$ cat config.mk
export PLATFORM = sky130hd
export DESIGN_NAME = bitmap_allocator_top
export DESIGN_NICKNAME = d
export VERILOG_FILES = /design/src/rtl/core/balloc_pkg.sv /design/src/rtl/core/balloc_map_mem.sv /design/src/rtl/core/balloc_first_one.sv /design/src/rtl/core/bitmap_allocator_top.sv
export SDC_FILE = /design/constraint.sdc
export NUM_CORES = 2
export LEC_CHECK = 0
export BUFFER_PORTS_ARGS = -buffer_cell sky130_fd_sc_hd__buf_2
export CELL_PAD_IN_SITES_DETAIL_PLACEMENT = 2
export CELL_PAD_IN_SITES_GLOBAL_PLACEMENT = 2
export CORE_ASPECT_RATIO = 1.4
export CORE_MARGIN = 2
export CORE_UTILIZATION = 55
export DETAILED_ROUTE_END_ITERATION = 10
export HOLD_SLACK_MARGIN = 0.15
export PLACE_DENSITY_LB_ADDON = 0.1
export SLEW_MARGIN = 20
export SYNTH_ARGS = -nofsm -noshare
export SYNTH_HDL_FRONTEND = slang
export SYNTH_HIERARCHICAL = 1
export SYNTH_SLANG_ARGS = --single-unit
$ cat constraint.sdc
create_clock -name clock -period 21.1 [get_ports clock]
set_input_delay 1.055 -clock clock [delete_from_list [all_inputs] [get_ports clock]]
set_output_delay 1.055 -clock clock [all_outputs]
set_load 0.02 [all_outputs]
$ cat src/rtl/core/balloc_pkg.sv
// Shared types and constants for the bitmap allocator.
// Holds field widths, operation and status codes, the sequencer states and the result record.
// No dependencies.
package balloc_pkg;

   // Default geometry; all three must be powers of two
   localparam int MAP_BITS_DEF   = 4096;
   localparam int BLOCK_BITS_DEF = 1024;
   localparam int WORD_BITS_DEF  = 64;

   // Fixed field widths
   localparam int KIND_W      = 3;
   localparam int INDEX_W     = 12;
   localparam int LIMIT_W     = 13;
   localparam int STATUS_W    = 2;
   localparam int DBLOCK_W    = 2;
   localparam int VALID_RESET = 4096;

   // Request operations; code 7 is unused and ignored
   typedef enum logic [KIND_W-1:0] {
      KIND_SET        = 3'd0,
      KIND_CLEAR      = 3'd1,
      KIND_TEST_SET   = 3'd2,
      KIND_TEST_CLEAR = 3'd3,
      KIND_TEST       = 3'd4,
      KIND_FIND       = 3'd5,
      KIND_FIND_SET   = 3'd6
   } kind_type;

   typedef enum logic [STATUS_W-1:0] {
      STATUS_OK    = 2'd0,
      STATUS_RANGE = 2'd1,
      STATUS_NONE  = 2'd2
   } status_type;

   typedef enum logic [1:0] {
      ST_CLEAR,
      ST_IDLE,
      ST_EVAL,
      ST_HOLD
   } state_type;

   typedef struct packed {
      status_type          status;
      logic                old_bit;
      logic [INDEX_W-1:0]  found_index;
      logic                dirtied;
      logic [DBLOCK_W-1:0] dirty_block;
   } result_type;

endpackage

$ cat src/rtl/core/balloc_map_mem.sv
// Bitmap word store: one write port and one read port, read data registered.
// Depends on nothing; sized by the top level.
module balloc_map_mem #(
   parameter int WORD_BITS = 64,
   parameter int ADDR_W    = 6,
   parameter int DEPTH     = 64
) (
   input  logic                 clock,
   input  logic                 wr_en,
   input  logic [ADDR_W-1:0]    wr_addr,
   input  logic [WORD_BITS-1:0] wr_data,
   input  logic                 rd_en,
   input  logic [ADDR_W-1:0]    rd_addr,
   output logic [WORD_BITS-1:0] rd_data
);

   logic [WORD_BITS-1:0] mem [DEPTH];
   logic [WORD_BITS-1:0] rd_data_ff;

   // write port
   always_ff @(posedge clock) begin
      if (wr_en) begin
         mem[wr_addr] <= wr_data;
      end
   end

   // read port, read data registered
   always_ff @(posedge clock) begin
      if (rd_en) begin
         rd_data_ff <= mem[rd_addr];
      end
   end

   assign rd_data = rd_data_ff;

endmodule

$ cat src/rtl/core/balloc_first_one.sv
// Lowest set bit finder over one bitmap word.
// Depends on nothing; width set by the top level.
module balloc_first_one #(
   parameter int WORD_BITS = 64,
   parameter int WIDX_W    = 6
) (
   input  logic [WORD_BITS-1:0] vec,
   output logic                 hit,
   output logic [WIDX_W-1:0]    pos
);

   // scan from the top so the lowest set bit wins
   always_comb begin
      pos = '0;
      for (int i = WORD_BITS - 1; i >= 0; i--) begin
         if (vec[i]) begin
            pos = WIDX_W'(i);
         end
      end
   end

   assign hit = |vec;

endmodule

$ cat src/rtl/core/bitmap_allocator_top.sv
// Bitmap allocator top level: sequencer, config register, dirty marks and result register.
// Depends on balloc_pkg, balloc_map_mem and balloc_first_one.

// The bitmap lives in one synchronous memory of MAP_BITS/WORD_BITS words (64 by default).
// After reset a clearing pass writes every word to zero, one word a cycle; req_stall stays high
// during it, while csr writes are taken. Set, clear and the test kinds read the word in the
// accept cycle and modify and write it back in the next. Out-of-range indices and the unused
// kind take the same path. A find walks one word per cycle through the memory read port. A
// new item is accepted while the previous result still waits in the output register; a second
// finished result then waits in a hold register until the first is taken. MAP_BITS, BLOCK_BITS
// and WORD_BITS must be powers of two. The usable limit is min(valid_bits, MAP_BITS).
module bitmap_allocator_top #(
   parameter int MAP_BITS   = balloc_pkg::MAP_BITS_DEF,
   parameter int BLOCK_BITS = balloc_pkg::BLOCK_BITS_DEF,
   parameter int WORD_BITS  = balloc_pkg::WORD_BITS_DEF
) (
   input  logic                               clock,
   input  logic                               reset,
   // request channel
   input  logic                               req_valid,
   output logic                               req_stall,
   input  logic [balloc_pkg::KIND_W-1:0]      req_kind,
   input  logic [balloc_pkg::INDEX_W-1:0]     req_bit_index,
   // response channel
   output logic                               rsp_valid,
   input  logic                               rsp_stall,
   output logic [balloc_pkg::STATUS_W-1:0]    rsp_status,
   output logic                               rsp_old_bit,
   output logic [balloc_pkg::INDEX_W-1:0]     rsp_found_index,
   output logic                               rsp_dirtied,
   output logic [balloc_pkg::DBLOCK_W-1:0]    rsp_dirty_block,
   // configuration
   input  logic                               csr_we,
   input  logic [balloc_pkg::LIMIT_W-1:0]     csr_wdata
);

   localparam int NUM_WORDS  = (MAP_BITS + WORD_BITS - 1) / WORD_BITS;
   localparam int NUM_BLOCKS = (MAP_BITS + BLOCK_BITS - 1) / BLOCK_BITS;
   localparam int ADDR_W     = (NUM_WORDS > 1) ? $clog2(NUM_WORDS) : 1;
   localparam int BIDX_W     = (NUM_BLOCKS > 1) ? $clog2(NUM_BLOCKS) : 1;
   localparam int WIDX_W     = $clog2(WORD_BITS);
   localparam int BLK_SH     = $clog2(BLOCK_BITS);
   localparam int LIM_W      = balloc_pkg::LIMIT_W;

   balloc_pkg::state_type  state_ff, state_in;
   balloc_pkg::kind_type   kind_ff, kind_in;
   logic [LIM_W-1:0]       pos_ff, pos_in;
   logic [ADDR_W-1:0]      clr_ff, clr_in;
   logic [LIM_W-1:0]       valid_bits_ff, valid_bits_in;
   logic [NUM_BLOCKS-1:0]  dirty_ff, dirty_in;
   balloc_pkg::result_type res_ff, res_in;
   balloc_pkg::result_type rsp_ff, rsp_in;
   logic                   rsp_valid_ff, rsp_valid_in;

   balloc_pkg::result_type res_comb;
   logic                   mem_we, mem_re;
   logic [ADDR_W-1:0]      mem_waddr, mem_raddr;
   logic [WORD_BITS-1:0]   mem_wdata, mem_rdata;

   logic [LIM_W-1:0]       limit;
   logic [LIM_W-1:0]       base;
   logic [LIM_W:0]         next_base;
   logic [LIM_W-1:0]       rem;
   logic [WIDX_W-1:0]      off;
   logic [WORD_BITS-1:0]   start_mask, lim_mask, bit_mask, cand;
   logic                   ffo_hit;
   logic [WIDX_W-1:0]      ffo_pos;
   logic [WIDX_W-1:0]      wr_pos;
   logic [LIM_W-1:0]       found_pos, chg_pos;
   logic                   out_free, done, dirty_set, prior, changed;
   logic [BIDX_W-1:0]      blk_idx;

   // usable limit, saturated to the map size
   always_comb begin
      if (32'(valid_bits_ff) > MAP_BITS) begin
         limit = LIM_W'(MAP_BITS);
      end else begin
         limit = valid_bits_ff;
      end
   end

   // word-level search masks
   assign off        = pos_ff[WIDX_W-1:0];
   assign base       = pos_ff & ~LIM_W'(WORD_BITS - 1);
   assign next_base  = {1'b0, base} + (LIM_W + 1)'(WORD_BITS);
   assign rem        = limit - base;
   assign start_mask = {WORD_BITS{1'b1}} << off;
   assign lim_mask   = (32'(rem) >= WORD_BITS) ? {WORD_BITS{1'b1}}
                                              : ~({WORD_BITS{1'b1}} << rem[WIDX_W-1:0]);
   assign cand       = ~mem_rdata & start_mask & lim_mask;
   assign found_pos  = base | LIM_W'(ffo_pos);
   assign bit_mask   = WORD_BITS'(1) << wr_pos;
   assign prior      = mem_rdata[off];
   assign out_free   = !rsp_valid_ff || !rsp_stall;
   assign blk_idx    = BIDX_W'(chg_pos >> BLK_SH);

   balloc_first_one #(
      .WORD_BITS (WORD_BITS),
      .WIDX_W    (WIDX_W)
   ) u_first_one (
      .vec (cand),
      .hit (ffo_hit),
      .pos (ffo_pos)
   );

   balloc_map_mem #(
      .WORD_BITS (WORD_BITS),
      .ADDR_W    (ADDR_W),
      .DEPTH     (NUM_WORDS)
   ) u_map_mem (
      .clock   (clock),
      .wr_en   (mem_we),
      .wr_addr (mem_waddr),
      .wr_data (mem_wdata),
      .rd_en   (mem_re),
      .rd_addr (mem_raddr),
      .rd_data (mem_rdata)
   );

   // sequencer: next state, memory control and result
   always_comb begin
      state_in      = state_ff;
      kind_in       = kind_ff;
      pos_in        = pos_ff;
      clr_in        = clr_ff;
      valid_bits_in = csr_we ? csr_wdata : valid_bits_ff;
      dirty_in      = dirty_ff;
      res_in        = res_ff;
      rsp_in        = rsp_ff;
      rsp_valid_in  = rsp_valid_ff && rsp_stall;
      req_stall     = 1'b1;
      mem_we        = 1'b0;
      mem_waddr     = ADDR_W'(pos_ff >> WIDX_W);
      mem_wdata     = mem_rdata;
      mem_re        = 1'b0;
      mem_raddr     = ADDR_W'(req_bit_index >> WIDX_W);
      res_comb      = '0;
      res_comb.status = balloc_pkg::STATUS_OK;
      done          = 1'b0;
      dirty_set     = 1'b0;
      changed       = 1'b0;
      wr_pos        = off;
      chg_pos       = pos_ff;

      unique case (state_ff)
         balloc_pkg::ST_CLEAR: begin
            mem_we    = 1'b1;
            mem_waddr = clr_ff;
            mem_wdata = '0;
            clr_in    = clr_ff + ADDR_W'(1);
            if (clr_ff == ADDR_W'(NUM_WORDS - 1)) begin
               state_in = balloc_pkg::ST_IDLE;
            end
         end

         balloc_pkg::ST_IDLE: begin
            req_stall = 1'b0;
            if (req_valid) begin
               mem_re   = 1'b1;
               kind_in  = balloc_pkg::kind_type'(req_kind);
               pos_in   = LIM_W'(req_bit_index);
               state_in = balloc_pkg::ST_EVAL;
            end
         end

         balloc_pkg::ST_EVAL: begin
            if (pos_ff >= limit) begin
               // the unused kind is also finished here, with its status left at OK
               done = 1'b1;
               if (kind_ff <= balloc_pkg::KIND_FIND_SET) begin
                  res_comb.status = balloc_pkg::STATUS_RANGE;
               end
            end else begin
               unique case (kind_ff)
                  balloc_pkg::KIND_SET, balloc_pkg::KIND_TEST_SET: begin
                     done    = 1'b1;
                     changed = !prior;
                     res_comb.old_bit = (kind_ff == balloc_pkg::KIND_TEST_SET) && prior;
                  end
                  balloc_pkg::KIND_CLEAR, balloc_pkg::KIND_TEST_CLEAR: begin
                     done    = 1'b1;
                     changed = prior;
                     res_comb.old_bit = (kind_ff == balloc_pkg::KIND_TEST_CLEAR) && prior;
                  end
                  balloc_pkg::KIND_TEST: begin
                     done = 1'b1;
                     res_comb.old_bit = prior;
                  end
                  balloc_pkg::KIND_FIND, balloc_pkg::KIND_FIND_SET: begin
                     if (ffo_hit) begin
                        done    = 1'b1;
                        wr_pos  = ffo_pos;
                        chg_pos = found_pos;
                        changed = (kind_ff == balloc_pkg::KIND_FIND_SET);
                        res_comb.found_index = found_pos[balloc_pkg::INDEX_W-1:0];
                     end else if (next_base >= {1'b0, limit}) begin
                        done = 1'b1;
                        res_comb.status = balloc_pkg::STATUS_NONE;
                     end else begin
                        // walk on to the next word
                        pos_in    = next_base[LIM_W-1:0];
                        mem_re    = 1'b1;
                        mem_raddr = ADDR_W'(next_base >> WIDX_W);
                     end
                  end
                  default: begin
                     done = 1'b1;
                  end
               endcase
            end

            // write back a changed bit and mark its block
            if (changed) begin
               mem_we    = 1'b1;
               mem_wdata = mem_rdata ^ bit_mask;
               dirty_set = 1'b1;
               dirty_in[blk_idx]    = 1'b1;
               res_comb.dirtied     = 1'b1;
               res_comb.dirty_block = balloc_pkg::DBLOCK_W'(chg_pos >> BLK_SH);
            end

            if (done) begin
               if (out_free) begin
                  rsp_in       = res_comb;
                  rsp_valid_in = 1'b1;
                  state_in     = balloc_pkg::ST_IDLE;
               end else begin
                  res_in   = res_comb;
                  state_in = balloc_pkg::ST_HOLD;
               end
            end
         end

         balloc_pkg::ST_HOLD: begin
            if (out_free) begin
               rsp_in       = res_ff;
               rsp_valid_in = 1'b1;
               state_in     = balloc_pkg::ST_IDLE;
            end
         end

         default: begin
            state_in = balloc_pkg::ST_IDLE;
         end
      endcase
   end

   // control registers
   always_ff @(posedge clock) begin
      if (reset) begin
         state_ff      <= balloc_pkg::ST_CLEAR;
         clr_ff        <= '0;
         valid_bits_ff <= LIM_W'(balloc_pkg::VALID_RESET);
         dirty_ff      <= '0;
         rsp_valid_ff  <= 1'b0;
      end else begin
         state_ff      <= state_in;
         clr_ff        <= clr_in;
         valid_bits_ff <= valid_bits_in;
         dirty_ff      <= dirty_in;
         rsp_valid_ff  <= rsp_valid_in;
      end
   end

   // payload registers
   always_ff @(posedge clock) begin
      kind_ff <= kind_in;
      pos_ff  <= pos_in;
      res_ff  <= res_in;
      rsp_ff  <= rsp_in;
   end

   assign rsp_valid       = rsp_valid_ff;
   assign rsp_status      = rsp_ff.status;
   assign rsp_old_bit     = rsp_ff.old_bit;
   assign rsp_found_index = rsp_ff.found_index;
   assign rsp_dirtied     = rsp_ff.dirtied;
   assign rsp_dirty_block = rsp_ff.dirty_block;

   // no item is taken while the map is being cleared
   a_clear_stall: assert property (@(posedge clock) disable iff (reset)
      (state_ff == balloc_pkg::ST_CLEAR) |-> req_stall)
      else $error("item accepted during clearing pass");

   // a bit change always leaves its block marked dirty
   a_dirty_mark: assert property (@(posedge clock) disable iff (reset)
      (state_ff == balloc_pkg::ST_EVAL && dirty_set) |=> dirty_ff[$past(blk_idx)])
      else $error("changed block not marked dirty");

   // memory writes during evaluation only come with a successful change
   a_write_ok: assert property (@(posedge clock) disable iff (reset)
      (state_ff == balloc_pkg::ST_EVAL && mem_we) |->
         (res_comb.status == balloc_pkg::STATUS_OK && res_comb.dirtied))
      else $error("map written without a reported change");

   // failed requests report nothing else
   a_fail_clean: assert property (@(posedge clock) disable iff (reset)
      (rsp_valid_ff && rsp_ff.status != balloc_pkg::STATUS_OK) |->
         (!rsp_ff.dirtied && rsp_ff.found_index == '0 && !rsp_ff.old_bit))
      else $error("failed item carries result data");

endmodule
==> results.json, run 1 <==
{
  "status": "aborted with a tool error",
  "haltStage": "detailed placement",
  "error": "[ERROR DPL-0033] detailed placement checks failed during check placement.",
  "start_util_pct": 55.3,
  "synth-async-reset-ratio_pct": 0,
  "synth_area_um2": 166000,
  "die-width_um": 469,
  "yosys-top-cells-count": "edfxtp_1, mux4_2, nand2_1",
  "place_hpwl_um": 429000,
  "ys_seq_area_share_pct": 76.4,
  "pin_count": 53,
  "synthTopCellsByArea": "edfxtp_1, mux4_2, mux2i_1",
  "row_count": 238,
  "netlist_instances": 7883,
  "ys_ff_latch": 4234,
  "syn_nets": 7950,
  "yosysTopAreaCellShare_pct": 76.1,
  "synth_most_common_cell": "edfxtp_1",
  "dieHeight_um": 654,
  "io_buffers": 52,
  "syn_area_per_cell_um2": 21.1,
  "yosysTopAreaCell": "edfxtp_1",
  "synth_edf_count": 4212,
  "yosysWarnings": 6,
  "synth-main-ff-cell": "edfxtp_1",
  "ys_types": 78,
  "gp_congestion": 0.959
}
==> stage by stage <==
stage          worst slack [ns]  instance area (µm²)  hold WS, ns  std cells
2_1_floorplan             10.63               166000        0.452       7883
3_3_place_gp              10.11               173000        0.492      11800
==> cell families after synthesis <==
family,count (synthesis),share of synthesized area [%]
compound gates,707,3.17
flops,4234,76.4
buf+inv,529,1.52
simple gates,1120,3.30
mux,1244,15.3
xor+xnor,15,0.0791
fa+ha+maj,34,0.261
==> run 2, diff against run 1 <==
Settings changed: CELL_PAD_IN_SITES_DETAIL_PLACEMENT 2 to default, CELL_PAD_IN_SITES_GLOBAL_PLACEMENT 2 to default, CORE_ASPECT_RATIO 1.4 to default, CORE_UTILIZATION 55 to 40, HOLD_SLACK_MARGIN 0.15 to default, PLACE_DENSITY_LB_ADDON 0.1 to 0.15.
==> results.json, run 2 <==
{
  "status": "finished clean",
  "pin_count": 53,
  "reg2reg_slack_ns": 9.39,
  "gp_congestion": 0.848,
  "dieArea_um2": 421000,
  "fin_setup_tns_ns": 0,
  "ys_ff_latch": 4234,
  "yosys-top-cells-count": "edfxtp_1, mux4_2, nand2_1",
  "design_area_um2": 189000,
  "ys_seq_area_share_pct": 76.4,
  "p_sw_share_pct": 21.2,
  "synthTopCellsByArea": "edfxtp_1, mux4_2, mux2i_1",
  "drv_cap": 0,
  "syn_area_per_cell_um2": 21.1,
  "cpMostUsedCell": "buf_4",
  "drt_iter0_drc": 11200,
  "worstHoldEndpoint": "kind_ff[2]",
  "synth_most_common_cell": "edfxtp_1",
  "wl_per_cell_um": 35.7,
  "area_growth_pct": 13.5,
  "die-width_um": 648,
  "place_inst": 13300,
  "p_per_area_nw_per_um2": 92.4,
  "crit_type": "reg2reg",
  "hold_viol_final": 0,
  "nets": 8304,
  "yosysWarnings": 6,
  "power_frac_comb_pct": 4.1,
  "netlist_instances": 7883,
  "met1_length_um": 214000,
  "arrival_ns": 12.42,
  "wirelength_um": 503000,
  "synth_edf_count": 4212,
  "min_from": "req_kind[2]",
  "grt_overflow": 0,
  "synth-main-ff-cell": "edfxtp_1",
  "grt_max_degree": 133,
  "htreeDepth": 5,
  "cts.repair.resized": 0,
  "hold_path_depth": 1,
  "top_layer_used": "met5",
  "p_seq_share_pct": 53.1,
  "period_share_pct": 55.5,
  "cts_setup_buffers": 0,
  "cp-start-kind": "register",
  "setup_violations": 0,
  "r2r_start": "valid_bits_ff[12]",
  "dieHeight_um": 648,
  "crit_required_ns": 21.81,
  "route.met2.wl_um": 238000,
  "max-vdd-ir-drop_v": 0.0000855,
  "synth_area_um2": 166000,
  "place_area_um2": 175000,
  "row_count": 236,
  "layout.cells.non_filler": 14100,
  "endpoint_kind": "register",
  "drive_above_1_share_pct": 25.9,
  "min_period_ns": 11.71,
  "fin_skew_ns": 0.0911,
  "tritoncts": "built",
  "antenna_found_initial": 26,
  "reg2reg_to": "u_map_mem/rd_data[57]",
  "grt_use_total_pct": 23.7,
  "syn_nets": 7950,
  "regMostFlops": "u_map_mem/mem",
  "start_util_pct": 40.2,
  "synth-async-reset-ratio_pct": 0,
  "intPower_w": 0.0137,
  "drc": 0,
  "clk_pin_slew_ns": 0.06,
  "largest_register_ffs": 4096,
  "wl_met3_um": 37600,
  "grt_setup_unrepaired": "no",
  "root_buffer": "clkbuf_16",
  "fmax_mhz": 85.4,
  "final_cell_mix": "edfxtp_1, mux4_2, clkbuf_16",
  "clkLatencyLatePin_ns": 1.01,
  "num_vias": 86000,
  "place_hpwl_um": 272000,
  "yosysTopAreaCellShare_pct": 76.1,
  "p_clk_share_pct": 42.8,
  "reg2regPathDepth": 29,
  "finish.utilization_pct": 45.6,
  "worstMarginPinSlew_ns": 1.24,
  "hold_class": "in2reg",
  "relSlewSlack_pct": 16.9,
  "yosysTopAreaCell": "edfxtp_1",
  "leakage_nw": 52.8,
  "maxSlewViolCount": 0,
  "power.switching_w": 0.00369,
  "grt_pass1_wl_um": 696000,
  "io_buffers": 52,
  "routed_via_density": 6.10,
  "hold_buffers": 0,
  "crit_slowest_cell": "mux2_8",
  "ys_types": 78,
  "worstPathMaxFanout": 49,
  "cts.sinks": 4234,
  "final_common_cell": "edfxtp_1",
  "clock_path_buffers": 4,
  "grt_pass1_vias": 85800,
  "dr.pass1.iters": 5,
  "cts-buffers-inserted": 439,
  "coreArea_um2": 413000,
  "max_stage_delay_ns": 0.87,
  "postRouteAntennaNets": 0
}
==> run 2: cell counts after synthesis <==
Identical to the previous run, type by type.
==> run 2: worst max-delay path, delay by kind of cell, from the launching register on <==
family                   cells  cell delay [ns]
AND/OR/NAND/NOR             12             4.28
XOR/XNOR                     1             0.10
multiplexers                 1             0.87
buffers and inverters        6             3.02
adder cells (fa/ha/maj)      2             0.65
flip-flops                   1             0.49
AO/OA/AOI/OAI                7             1.82
==> run 2: final cells by class <==
type / count / area, µm²
clock buffer: 563 / 11700
fill: 34700 / 225000
sequential: 4234 / 127000
clock inverter: 241 / 1950
timing repair buffer: 385 / 2980
multi-input combinational: 3120 / 37900
tap: 5474 / 6850
inverter: 57 / 214
antenna: 19 / 47.5
==> run 2: cell families after synthesis <==
logic type      Yosys count  synth area share [%]
simple gates           1120                  3.30
mux                    1244                  15.3
buf+inv                 529                  1.52
fa+ha+maj                34                 0.261
flops                  4234                  76.4
compound gates          707                  3.17
xor+xnor                 15                0.0791
==> run 2: per-layer routing <==
metal,vias up,track usage [%]
met5,-,0
met4,4,5.89
met3,690,3.90
met2,3718,37.8
met1,47500,34.1
li1,34200,-
==> run 2: stage by stage <==
stage	total power [W]	hold WS, ns	worst slack (ns)
after CTS	0.0176	0.230	9.47
after detailed placement	0.0101	0.520	9.45
final	0.0174	0.305	9.39
after global routing	0.0179	0.263	8.71
after floorplan	0.00987	0.452	10.63
after global placement	0.0101	0.487	9.32
==> run 2: how the worst max path moves through the flow <==
stage | from | endpoint | slack, ns | depth (start not counted)
after global routing | valid_bits_ff[12] | u_map_mem/rd_data[2] | 8.71 | 30
final | valid_bits_ff[12] | u_map_mem/rd_data[57] | 9.39 | 29
after global placement | valid_bits_ff[12] | u_map_mem/rd_data[57] | 9.32 | 29
after floorplan | valid_bits_ff[12] | u_map_mem/mem[33][0] | 10.63 | 29
after CTS | valid_bits_ff[12] | u_map_mem/rd_data[60] | 9.47 | 29
after detailed placement | valid_bits_ff[12] | u_map_mem/rd_data[60] | 9.45 | 29
==> run 2: power groups by stage <==
stage	sequential [W]	combinational, W	clock [W]
floorplan	0.00943	0.000444	0
global placement	0.00942	0.000718	0
detailed placement	0.00943	0.000720	0
CTS	0.00925	0.000722	0.00759
global route	0.00925	0.000758	0.00789
finish	0.00925	0.000716	0.00745
Note: power is estimated with default switching activity, not from simulation.
